`config.mk`:
```
export PLATFORM = sky130hd
export DESIGN_NAME = xid_parameter_frame_parser
export DESIGN_NICKNAME = d
export VERILOG_FILES = /design/src/hw/rtl/xidp_pkg.sv /design/src/hw/rtl/xidp_in_stage.sv /design/src/hw/rtl/xidp_parser.sv /design/src/hw/rtl/xid_parameter_frame_parser.sv
export SDC_FILE = /design/constraint.sdc
export NUM_CORES = 1
export LEC_CHECK = 0
export BUFFER_PORTS_ARGS = -buffer_cell sky130_fd_sc_hd__buf_2
export CORE_ASPECT_RATIO = 1.5
export CORE_MARGIN = 2
export CORE_UTILIZATION = 60
export DETAILED_ROUTE_END_ITERATION = 16
export PLACE_DENSITY_LB_ADDON = 0.15
export SLEW_MARGIN = 0
export SYNTH_ARGS = -nofsm -noshare
export SYNTH_HDL_FRONTEND = slang
export SYNTH_SLANG_ARGS = --single-unit
```
`constraint.sdc`:
```
create_clock -name clk -period 10.21 [get_ports clk]
set_input_delay 2.042 -clock clk [delete_from_list [all_inputs] [get_ports clk]]
set_output_delay 2.042 -clock clk [all_outputs]
set_load 0.05 [all_outputs]
```
`src/hw/rtl/xidp_pkg.sv`:
```
// Shared types and constants for the XID parameter frame parser.
package xidp_pkg;

  localparam int MAX_VALUE_BYTES_DEF = 4;

  localparam logic [7:0] FORMAT_ID = 8'h82;
  localparam logic [7:0] GROUP_ID  = 8'h80;

  localparam logic [7:0] PID_CLASSES  = 8'd2;
  localparam logic [7:0] PID_OPTIONAL = 8'd3;
  localparam logic [7:0] PID_RX_LEN   = 8'd6;
  localparam logic [7:0] PID_WINDOW   = 8'd8;
  localparam logic [7:0] PID_TIMER    = 8'd9;
  localparam logic [7:0] PID_RETRIES  = 8'd10;

  localparam logic [2:0] ST_OK         = 3'd0;
  localparam logic [2:0] ST_BAD_FORMAT = 3'd1;
  localparam logic [2:0] ST_BAD_GROUP  = 3'd2;
  localparam logic [2:0] ST_BAD_LENGTH = 3'd3;
  localparam logic [2:0] ST_TRUNCATED  = 3'd4;

  localparam int W_NO_ABM   = 0;
  localparam int W_DUPLEX   = 1;
  localparam int W_NO_REJ   = 2;
  localparam int W_MODULO   = 3;
  localparam int W_EXTADDR  = 4;
  localparam int W_TEST     = 5;
  localparam int W_FCS      = 6;
  localparam int W_SYNC     = 7;
  localparam int W_PARTIAL  = 8;
  localparam int W_WINDOW   = 9;
  localparam int W_MISMATCH = 10;
  localparam int WARN_W     = 11;

  localparam int CLS_ABM_BIT   = 8;
  localparam int CLS_HALF_BIT  = 13;
  localparam int CLS_FULL_BIT  = 14;
  localparam int OPT_IREJ_BIT  = 17;
  localparam int OPT_SREJ_BIT  = 18;
  localparam int OPT_MOD8_BIT  = 10;
  localparam int OPT_MOD128_BIT = 11;
  localparam int OPT_EXTADDR_BIT = 23;
  localparam int OPT_TEST_BIT  = 13;
  localparam int OPT_FCS_BIT   = 15;
  localparam int OPT_SYNC_BIT  = 1;

  localparam logic [1:0]  REJ_IMPLICIT  = 2'd1;
  localparam logic [1:0]  REJ_SELECTIVE = 2'd2;
  localparam logic [1:0]  REJ_SREJ_REJ  = 2'd3;
  localparam logic [28:0] DEF_RX_BYTES  = 29'd256;
  localparam logic [6:0]  DEF_WINDOW_8  = 7'd7;
  localparam logic [6:0]  DEF_WINDOW_128 = 7'd32;
  localparam logic [31:0] DEF_TIMER     = 32'd3000;
  localparam logic [31:0] DEF_RETRIES   = 32'd10;
  localparam logic [31:0] WIN_LIMIT_8   = 32'd8;
  localparam logic [31:0] WIN_LIMIT_128 = 32'd128;

  typedef struct packed {
    logic [7:0] data_byte;
    logic       frame_end;
  } beat_t;

  typedef struct packed {
    logic [2:0]        status;
    logic              duplex_mode;
    logic [1:0]        reject_mode;
    logic              seq_modulo;
    logic [28:0]       rx_info_bytes;
    logic [6:0]        rx_window;
    logic [31:0]       ack_timer_ms;
    logic [31:0]       retry_count;
    logic [WARN_W-1:0] warning_flags;
  } result_t;

endpackage

```
`src/hw/rtl/xidp_in_stage.sv`:
```
// Input register that holds one byte beat until the parser takes it.
module xidp_in_stage (
  input  logic           clk,
  input  logic           rst,
  input  logic           in_valid,
  output logic           in_stall,
  input  logic [7:0]     data_byte,
  input  logic           frame_end,
  input  logic           take,
  output logic           beat_valid,
  output xidp_pkg::beat_t beat
);

  assign in_stall = beat_valid && !take;

  always_ff @(posedge clk) begin
    if (rst) begin
      beat_valid <= 1'b0;
    end else if (!in_stall) begin
      beat_valid <= in_valid;
    end
    if (!in_stall && in_valid) begin
      beat.data_byte <= data_byte;
      beat.frame_end <= frame_end;
    end
  end

endmodule

```
`src/hw/rtl/xidp_parser.sv`:
```
// Frame parse state and per-byte record decoding.
module xidp_parser #(
  parameter int MAX_VALUE_BYTES = xidp_pkg::MAX_VALUE_BYTES_DEF
) (
  input  logic              clk,
  input  logic              rst,
  input  logic              beat_valid,
  input  xidp_pkg::beat_t   beat,
  input  logic              out_free,
  output logic              take,
  output logic              res_valid,
  output xidp_pkg::result_t res
);

  localparam int CNT_W = $clog2(MAX_VALUE_BYTES + 1);

  typedef enum logic [2:0] {
    PH_FORMAT, PH_GROUP, PH_GLEN_HI, PH_GLEN_LO, PH_IND, PH_LEN, PH_VAL, PH_STOP
  } phase_t;

  phase_t                      phase, phase_next;
  logic [15:0]                 group_length, group_length_next;
  logic [16:0]                 byte_pos, byte_pos_next;
  logic [7:0]                  param_id, param_id_next;
  logic [CNT_W-1:0]            bytes_left, bytes_left_next;
  logic [31:0]                 accum, accum_next;
  logic                        duplex, duplex_next;
  logic [1:0]                  reject, reject_next;
  logic                        mod128, mod128_next;
  logic [28:0]                 rx_bytes, rx_bytes_next;
  logic [6:0]                  window, window_next;
  logic [31:0]                 timer, timer_next;
  logic [31:0]                 retries, retries_next;
  logic [xidp_pkg::WARN_W-1:0] warn, warn_next;
  logic [2:0]                  status, status_next;

  logic [7:0]  d;
  logic [31:0] val;
  logic [31:0] win_limit;
  logic        bit_a, bit_b;
  logic        frame_done;

  assign take       = beat_valid && (!beat.frame_end || out_free);
  assign frame_done = take && beat.frame_end;
  assign res_valid  = frame_done;
  assign d          = beat.data_byte;
  assign val        = {accum[23:0], d};
  assign win_limit  = mod128 ? xidp_pkg::WIN_LIMIT_128 : xidp_pkg::WIN_LIMIT_8;

  always_comb begin
    phase_next        = phase;
    group_length_next = group_length;
    byte_pos_next     = byte_pos;
    param_id_next     = param_id;
    bytes_left_next   = bytes_left;
    accum_next        = accum;
    duplex_next       = duplex;
    reject_next       = reject;
    mod128_next       = mod128;
    rx_bytes_next     = rx_bytes;
    window_next       = window;
    timer_next        = timer;
    retries_next      = retries;
    warn_next         = warn;
    status_next       = status;
    bit_a             = 1'b0;
    bit_b             = 1'b0;

    if (take) begin
      case (phase)
        PH_FORMAT: begin
          if (d != xidp_pkg::FORMAT_ID) begin
            status_next = xidp_pkg::ST_BAD_FORMAT;
            phase_next  = PH_STOP;
          end else begin
            phase_next = PH_GROUP;
          end
        end
        PH_GROUP: begin
          if (d != xidp_pkg::GROUP_ID) begin
            status_next = xidp_pkg::ST_BAD_GROUP;
            phase_next  = PH_STOP;
          end else begin
            phase_next = PH_GLEN_HI;
          end
        end
        PH_GLEN_HI: begin
          group_length_next = {d, 8'h00};
          phase_next        = PH_GLEN_LO;
        end
        PH_GLEN_LO: begin
          group_length_next = {group_length[15:8], d};
          byte_pos_next     = '0;
          phase_next        = PH_IND;
        end
        PH_IND: begin
          if (byte_pos >= {1'b0, group_length}) begin
            warn_next[xidp_pkg::W_MISMATCH] = 1'b1;
            phase_next = PH_STOP;
          end else begin
            param_id_next = d;
            byte_pos_next = byte_pos + 17'd1;
            phase_next    = PH_LEN;
          end
        end
        PH_LEN: begin
          byte_pos_next = byte_pos + 17'd1;
          if (d == 8'd0 || d > 8'(MAX_VALUE_BYTES)) begin
            status_next = xidp_pkg::ST_BAD_LENGTH;
            phase_next  = PH_STOP;
          end else begin
            bytes_left_next = CNT_W'(d);
            accum_next      = '0;
            phase_next      = PH_VAL;
          end
        end
        PH_VAL: begin
          byte_pos_next   = byte_pos + 17'd1;
          accum_next      = val;
          bytes_left_next = bytes_left - CNT_W'(1);
          if (bytes_left == CNT_W'(1)) begin
            phase_next = PH_IND;
            case (param_id)
              xidp_pkg::PID_CLASSES: begin
                if (!val[xidp_pkg::CLS_ABM_BIT]) warn_next[xidp_pkg::W_NO_ABM] = 1'b1;
                bit_a = val[xidp_pkg::CLS_HALF_BIT];
                bit_b = val[xidp_pkg::CLS_FULL_BIT];
                if (bit_a && !bit_b) begin
                  duplex_next = 1'b0;
                end else if (bit_b && !bit_a) begin
                  duplex_next = 1'b1;
                end else begin
                  warn_next[xidp_pkg::W_DUPLEX] = 1'b1;
                end
              end
              xidp_pkg::PID_OPTIONAL: begin
                bit_a = val[xidp_pkg::OPT_IREJ_BIT];
                bit_b = val[xidp_pkg::OPT_SREJ_BIT];
                if (bit_a && bit_b) begin
                  reject_next = xidp_pkg::REJ_SREJ_REJ;
                end else if (bit_a) begin
                  reject_next = xidp_pkg::REJ_IMPLICIT;
                end else if (bit_b) begin
                  reject_next = xidp_pkg::REJ_SELECTIVE;
                end else begin
                  warn_next[xidp_pkg::W_NO_REJ] = 1'b1;
                end
                if (val[xidp_pkg::OPT_MOD8_BIT] && !val[xidp_pkg::OPT_MOD128_BIT]) begin
                  mod128_next = 1'b0;
                end else if (val[xidp_pkg::OPT_MOD128_BIT] && !val[xidp_pkg::OPT_MOD8_BIT]) begin
                  mod128_next = 1'b1;
                end else begin
                  warn_next[xidp_pkg::W_MODULO] = 1'b1;
                end
                if (!val[xidp_pkg::OPT_EXTADDR_BIT]) warn_next[xidp_pkg::W_EXTADDR] = 1'b1;
                if (!val[xidp_pkg::OPT_TEST_BIT]) warn_next[xidp_pkg::W_TEST] = 1'b1;
                if (!val[xidp_pkg::OPT_FCS_BIT]) warn_next[xidp_pkg::W_FCS] = 1'b1;
                if (!val[xidp_pkg::OPT_SYNC_BIT]) warn_next[xidp_pkg::W_SYNC] = 1'b1;
              end
              xidp_pkg::PID_RX_LEN: begin
                rx_bytes_next = val[31:3];
                if (val[2:0] != 3'd0) warn_next[xidp_pkg::W_PARTIAL] = 1'b1;
              end
              xidp_pkg::PID_WINDOW: begin
                if (val == 32'd0 || val >= win_limit) begin
                  warn_next[xidp_pkg::W_WINDOW] = 1'b1;
                  window_next = mod128 ? xidp_pkg::DEF_WINDOW_128 : xidp_pkg::DEF_WINDOW_8;
                end else begin
                  window_next = val[6:0];
                end
              end
              xidp_pkg::PID_TIMER: begin
                timer_next = val;
              end
              xidp_pkg::PID_RETRIES: begin
                retries_next = val;
              end
              default: begin
              end
            endcase
          end
        end
        default: begin
        end
      endcase
    end

    res.status        = status_next;
    res.warning_flags = warn_next;
    if (phase_next inside {PH_FORMAT, PH_GROUP, PH_GLEN_HI, PH_GLEN_LO}) begin
      res.status = xidp_pkg::ST_TRUNCATED;
    end else if (phase_next == PH_LEN || phase_next == PH_VAL ||
                 (phase_next == PH_IND && byte_pos_next < {1'b0, group_length_next})) begin
      res.warning_flags[xidp_pkg::W_MISMATCH] = 1'b1;
    end
    res.duplex_mode   = duplex_next;
    res.reject_mode   = reject_next;
    res.seq_modulo    = mod128_next;
    res.rx_info_bytes = rx_bytes_next;
    res.rx_window     = window_next;
    res.ack_timer_ms  = timer_next;
    res.retry_count   = retries_next;
  end

  always_ff @(posedge clk) begin
    if (rst || frame_done) begin
      phase        <= PH_FORMAT;
      group_length <= '0;
      byte_pos     <= '0;
      param_id     <= '0;
      bytes_left   <= '0;
      accum        <= '0;
      duplex       <= 1'b0;
      reject       <= xidp_pkg::REJ_SELECTIVE;
      mod128       <= 1'b0;
      rx_bytes     <= xidp_pkg::DEF_RX_BYTES;
      window       <= xidp_pkg::DEF_WINDOW_8;
      timer        <= xidp_pkg::DEF_TIMER;
      retries      <= xidp_pkg::DEF_RETRIES;
      warn         <= '0;
      status       <= xidp_pkg::ST_OK;
    end else begin
      phase        <= phase_next;
      group_length <= group_length_next;
      byte_pos     <= byte_pos_next;
      param_id     <= param_id_next;
      bytes_left   <= bytes_left_next;
      accum        <= accum_next;
      duplex       <= duplex_next;
      reject       <= reject_next;
      mod128       <= mod128_next;
      rx_bytes     <= rx_bytes_next;
      window       <= window_next;
      timer        <= timer_next;
      retries      <= retries_next;
      warn         <= warn_next;
      status       <= status_next;
    end
  end

endmodule

```
`src/hw/rtl/xid_parameter_frame_parser.sv`:
```
// Top level of the XID parameter frame parser with its result register.
//
//   Channel  Direction  Handshake            Payload
//   in       input      in_valid / in_stall  data_byte, frame_end
//   out      output     out_valid / out_stall status ... warning_flags
//
// One byte beat is taken every cycle while in_stall is low; a beat passes the
// input register and the parser decodes it combinationally, and the result
// register captures that result when the beat that ends its frame is taken.
// Reset is synchronous; it clears the valid flags and returns every parser
// field to its default.
// Only a frame-end beat waits on a stalled result; other beats keep flowing.
module xid_parameter_frame_parser #(
  parameter int MAX_VALUE_BYTES = xidp_pkg::MAX_VALUE_BYTES_DEF
) (
  input  logic        clk,
  input  logic        rst,
  input  logic        in_valid,
  output logic        in_stall,
  input  logic [7:0]  data_byte,
  input  logic        frame_end,
  output logic        out_valid,
  input  logic        out_stall,
  output logic [2:0]  status,
  output logic        duplex_mode,
  output logic [1:0]  reject_mode,
  output logic        seq_modulo,
  output logic [28:0] rx_info_bytes,
  output logic [6:0]  rx_window,
  output logic [31:0] ack_timer_ms,
  output logic [31:0] retry_count,
  output logic [10:0] warning_flags
);

  xidp_pkg::beat_t   beat;
  xidp_pkg::result_t res;
  xidp_pkg::result_t res_q;
  logic              beat_valid;
  logic              take;
  logic              res_valid;
  logic              out_free;

  assign out_free = !out_valid || !out_stall;

  xidp_in_stage u_in (
    .clk        (clk),
    .rst        (rst),
    .in_valid   (in_valid),
    .in_stall   (in_stall),
    .data_byte  (data_byte),
    .frame_end  (frame_end),
    .take       (take),
    .beat_valid (beat_valid),
    .beat       (beat)
  );

  xidp_parser #(
    .MAX_VALUE_BYTES (MAX_VALUE_BYTES)
  ) u_parser (
    .clk        (clk),
    .rst        (rst),
    .beat_valid (beat_valid),
    .beat       (beat),
    .out_free   (out_free),
    .take       (take),
    .res_valid  (res_valid),
    .res        (res)
  );

  always_ff @(posedge clk) begin
    if (rst) begin
      out_valid <= 1'b0;
    end else if (out_free) begin
      out_valid <= res_valid;
    end
    if (out_free && res_valid) begin
      res_q <= res;
    end
  end

  assign status        = res_q.status;
  assign duplex_mode   = res_q.duplex_mode;
  assign reject_mode   = res_q.reject_mode;
  assign seq_modulo    = res_q.seq_modulo;
  assign rx_info_bytes = res_q.rx_info_bytes;
  assign rx_window     = res_q.rx_window;
  assign ack_timer_ms  = res_q.ack_timer_ms;
  assign retry_count   = res_q.retry_count;
  assign warning_flags = res_q.warning_flags;

  // The input side can only be held back by a result that is waiting.
  a_stall_cause: assert property (@(posedge clk) disable iff (rst)
    in_stall |-> (out_valid && out_stall))
    else $error("Input stalled without a waiting result.");

  // A frame that never reached its records carries no warnings.
  a_early_no_warn: assert property (@(posedge clk) disable iff (rst)
    (out_valid && (status == xidp_pkg::ST_TRUNCATED || status == xidp_pkg::ST_BAD_FORMAT ||
                   status == xidp_pkg::ST_BAD_GROUP)) |-> (warning_flags == '0))
    else $error("Header error reported together with warnings.");

  a_window_nonzero: assert property (@(posedge clk) disable iff (rst)
    out_valid |-> (rx_window != '0))
    else $error("Result carries a zero receive window.");

endmodule

```
==> impl_results.md <==
* Crit path largest cell delay at 0.70 ns
* CTS Hold Buffers Added at 0
* Post-synth top area share at slightly below 30%
* Starting density of the core at about three fifths
* Total of warnings raised by yosys at 0
* Max-Cap Viols at 0
* Worst path required time at roughly 11 ns
* Register area share after synthesis at between 50% and 60%
* Worst r2r src: u_parser.byte_pos[4]
* Synth Instances at 1094
* CTS tree: yes
* Worst-Margin Slew at between 1 and 1.5 ns
* #FFs+latches synth at 318
* Endpoint arrival time on the critical path at 5.54 ns
* Crit path max-delay cell type: or4_1
* CTS Sinks at between 300 and 400
* Crit-path most repeated cell: a21o_1
* Asr flop ratio synth at 0%
* Die X at around 120 µm
* Drt drc at 0
* Antenna violations before repair at 0
* H-tree depth at 1
* First drt pass iteration count at 5
* Clock transition at path regs at 0.07 ns
* Relative slew slack at just under 30%
* CORE AREA at between 0.02 and 0.025 mm²
* Hold Crit Start: u_parser.window[6]
* P per Cell Area at approximately 170 mW/mm²
* Clock Latency Late Sink at 0.54 ns
* Fillers at about 1600
* Final GP Congestion at roughly 0.90
* Comb pwr share at around 4.8%
* Maximum clock insertion buffer count at 3
* CP Max Fanout at 17
* Clock share of power at 41.4%
* Post-synth top area cell: dfxtp_1
* Worst setup EP type: flop
* Crit path cell chain: buf_2, and3_1, or4_1, or2_2, mux2i_1, ha_1, a21o_1, a21o_1, a21o_1, a211oi_1, a211o_1, nand3_1, a41o_1, a41oi_1
* First-pass GRT wire length at around 44000 µm
* Setup Fix Bufs, Post-CTS at 0
* Average cell area after synthesis at between 10 and 15 µm²
* Sequential fraction of design power at about 54%
* Fmax at 0.194 GHz
* Cell area after synthesis at 0.0129 mm²
* Top_reg_cell synth: dfxtp_1
* Vias in the first global route at approximately 8400
* Synth-to-Final Area Change at 13.3%
* Power, Total at roughly 2500 µW
* EDFF count, synth at 127
* Setup WS post-layout at between 5 and 6 ns
* Post-Layout Cell Count at about 1500
* Clock root buffer: clkbuf_16
* Final non-filler cell area at about 0.015 mm²
* Top-level I/O count at roughly 130
* Switching Share at 22.2%
* Placed cells at roughly 1400
* Max VDD drop at between 0.0001 and 0.00015 V
* Minimum clock period at 5.17 ns
* Port Buf Inserts at between 100 and 150
* Setup crit start: out_stall
* Clock Skew at 0.0207 ns
* Top post-synthesis cells by count: dfxtp_1, edfxtp_1, and2_1, nor2_1, nand2_1
* Most frequent cell after synthesis: dfxtp_1
* DR WL/cell at about 19 µm
* Post-cts sizing count at 0
* Cell Rows at 65
* 1st-iter DRT viols at approximately 560
* Total gr overflow at 0
* Syn Nets at 1143
* N_diodes at 0
* Final Cycle Share at about half
* Share of post-route cells with drive strength above 1 at approximately 22%
* Placement Cell Area at ~0.014 mm²
* Unrepaired setup endpoints after global routing: no
* Internal cell power at just under 2000 µW
* Cts bufs inserted at 29
* Pre-CTS setup slack at roughly 4.5 ns
* Post-Route WL at between 20000 and 30000 µm
* Die Span Y at 184 µm
* DIE AREA at about 0.023 mm²
* Number of distinct library cells after synthesis at 69
* Startpoint class of the critical path: input pin
* Final ANT Viol Nets at 0
* Static leakage at roughly 0.0059 µW
* HP Class: reg2reg
* Critical path class: in2reg
* DR vias at 8545
* Finish-stage setup viols at 0
* Final #Nets at between 1000 and 1500
* Slew Limit Fails at 0
* Final hold vios at 0
* Psw at 556 µW
* Largest net degree at the start of global routing at between 100 and 150
* Post-detail-place hpwl at between 15000 and 20000 µm
* Post-Route Setup TNS at 0 ns
* GRT Total Usage at around 25%
* Vias per inst at approximately 5.7
* Status: complete, no violations
* Top post-synthesis cells by area: dfxtp_1, edfxtp_1, and2_1, ha_1, mux2_2
[sequential cells by signal, summed over array words and instances, names as in the netlist, 17 cells and up]
register,cells
ack_timer_ms,32
retry_count,32
rx_info_bytes,29
u_parser.accum,24
u_parser.byte_pos,17
u_parser.retries,32
u_parser.rx_bytes,29
u_parser.timer,32
[area by class of cell]
type	count	area (µm²)	share of cell area [%]
Multi-Input combinational cell	687	4880	33.5
Clock inverter	11	86.3	0.591
Timing Repair Buffer	139	713	4.89
Tap cell	268	335	2.30
Inverter	28	105	0.720
Sequential cell	318	7640	52.3
Clock buffer	42	836	5.73
[logic make-up (layout without fill, tap and decap cells)]
group / after synthesis / after routing / share of synthesized area [%]
AO/OA/AOI/OAI: 166 / 166 / 8.48
XOR/XNOR: 2 / 2 / 0.136
adder cells (fa/ha/maj): 36 / 36 / 3.49
buffers and inverters: 89 / 220 / 3.01
flip-flops: 318 / 318 / 59.3
multiplexers: 110 / 110 / 10.3
AND/OR/NAND/NOR: 373 / 373 / 15.3
[placed cells by master (no fill, tap or decap), types with 7 or more instances in the layout]
cell type / count
and2_1: 112
o31ai_1: 8
edfxtp_1: 127
buf_4: 7
mux2_2: 40
ha_1: 36
a22oi_1: 25
buf_2: 132
a21oi_1: 39
nor3_1: 12
nor4_1: 9
dfxtp_1: 191
nor2_1: 99
a31oi_1: 7
mux2_4: 30
nand3_1: 21
a21o_1: 9
mux2_1: 22
nand2b_1: 15
clkbuf_16: 30
mux2i_1: 18
o21ai_0: 33
nand2_1: 60
clkbuf_1: 8
inv_1: 28
[through the flow]
stage          util (%)  hold slack [ns]
2_1_floorplan         -            0.432
3_3_place_gp       64.9            0.443
3_5_place_dp       64.9            0.452
4_1_cts            69.3            0.462
5_1_grt            69.3            0.471
6_report           69.3            0.460
[worst paths after layout]
check        slack [ns]  cells past startpoint                  to
min reg2reg        0.46                      2  u_parser.window[6]
max reg2reg        5.72                     18   warning_flags[10]
min                0.46                      2  u_parser.window[6]
max                5.04                     14   warning_flags[10]
[critical path: cells and delay by family]
kind / cells / cell delay (ns)
compound gates: 7 / 1.34
mux: 1 / 0.24
buf+inv: 1 / 0.12
fa+ha+maj: 1 / 0.29
simple gates: 4 / 1.49
[power by group through the flow]
stage,clock network [µW],registers (µW),logic [µW]
2_1_floorplan,0,1410,52.3
3_3_place_gp,0,1380,119
3_5_place_dp,0,1380,120
4_1_cts,1060,1350,120
5_1_grt,1110,1350,128
6_report,1040,1350,120
[metal layers]
| metal | part of all wire, % | wire [µm] | track usage [%] | vias to the layer above |
|---|---|---|---|---|
| met5 | 0 | 0 | 0 | - |
| met4 | 3.8 | 1050 | 10.1 | 0 |
| met3 | 4.0 | 1110 | 2.85 | 75 |
| met2 | 54 | 15000 | 45.8 | 224 |
| met1 | 39 | 10800 | 29.2 | 4151 |
| li1 | - | - | - | 4095 |
No activity file was read; power rests on OpenSTA's default activity.
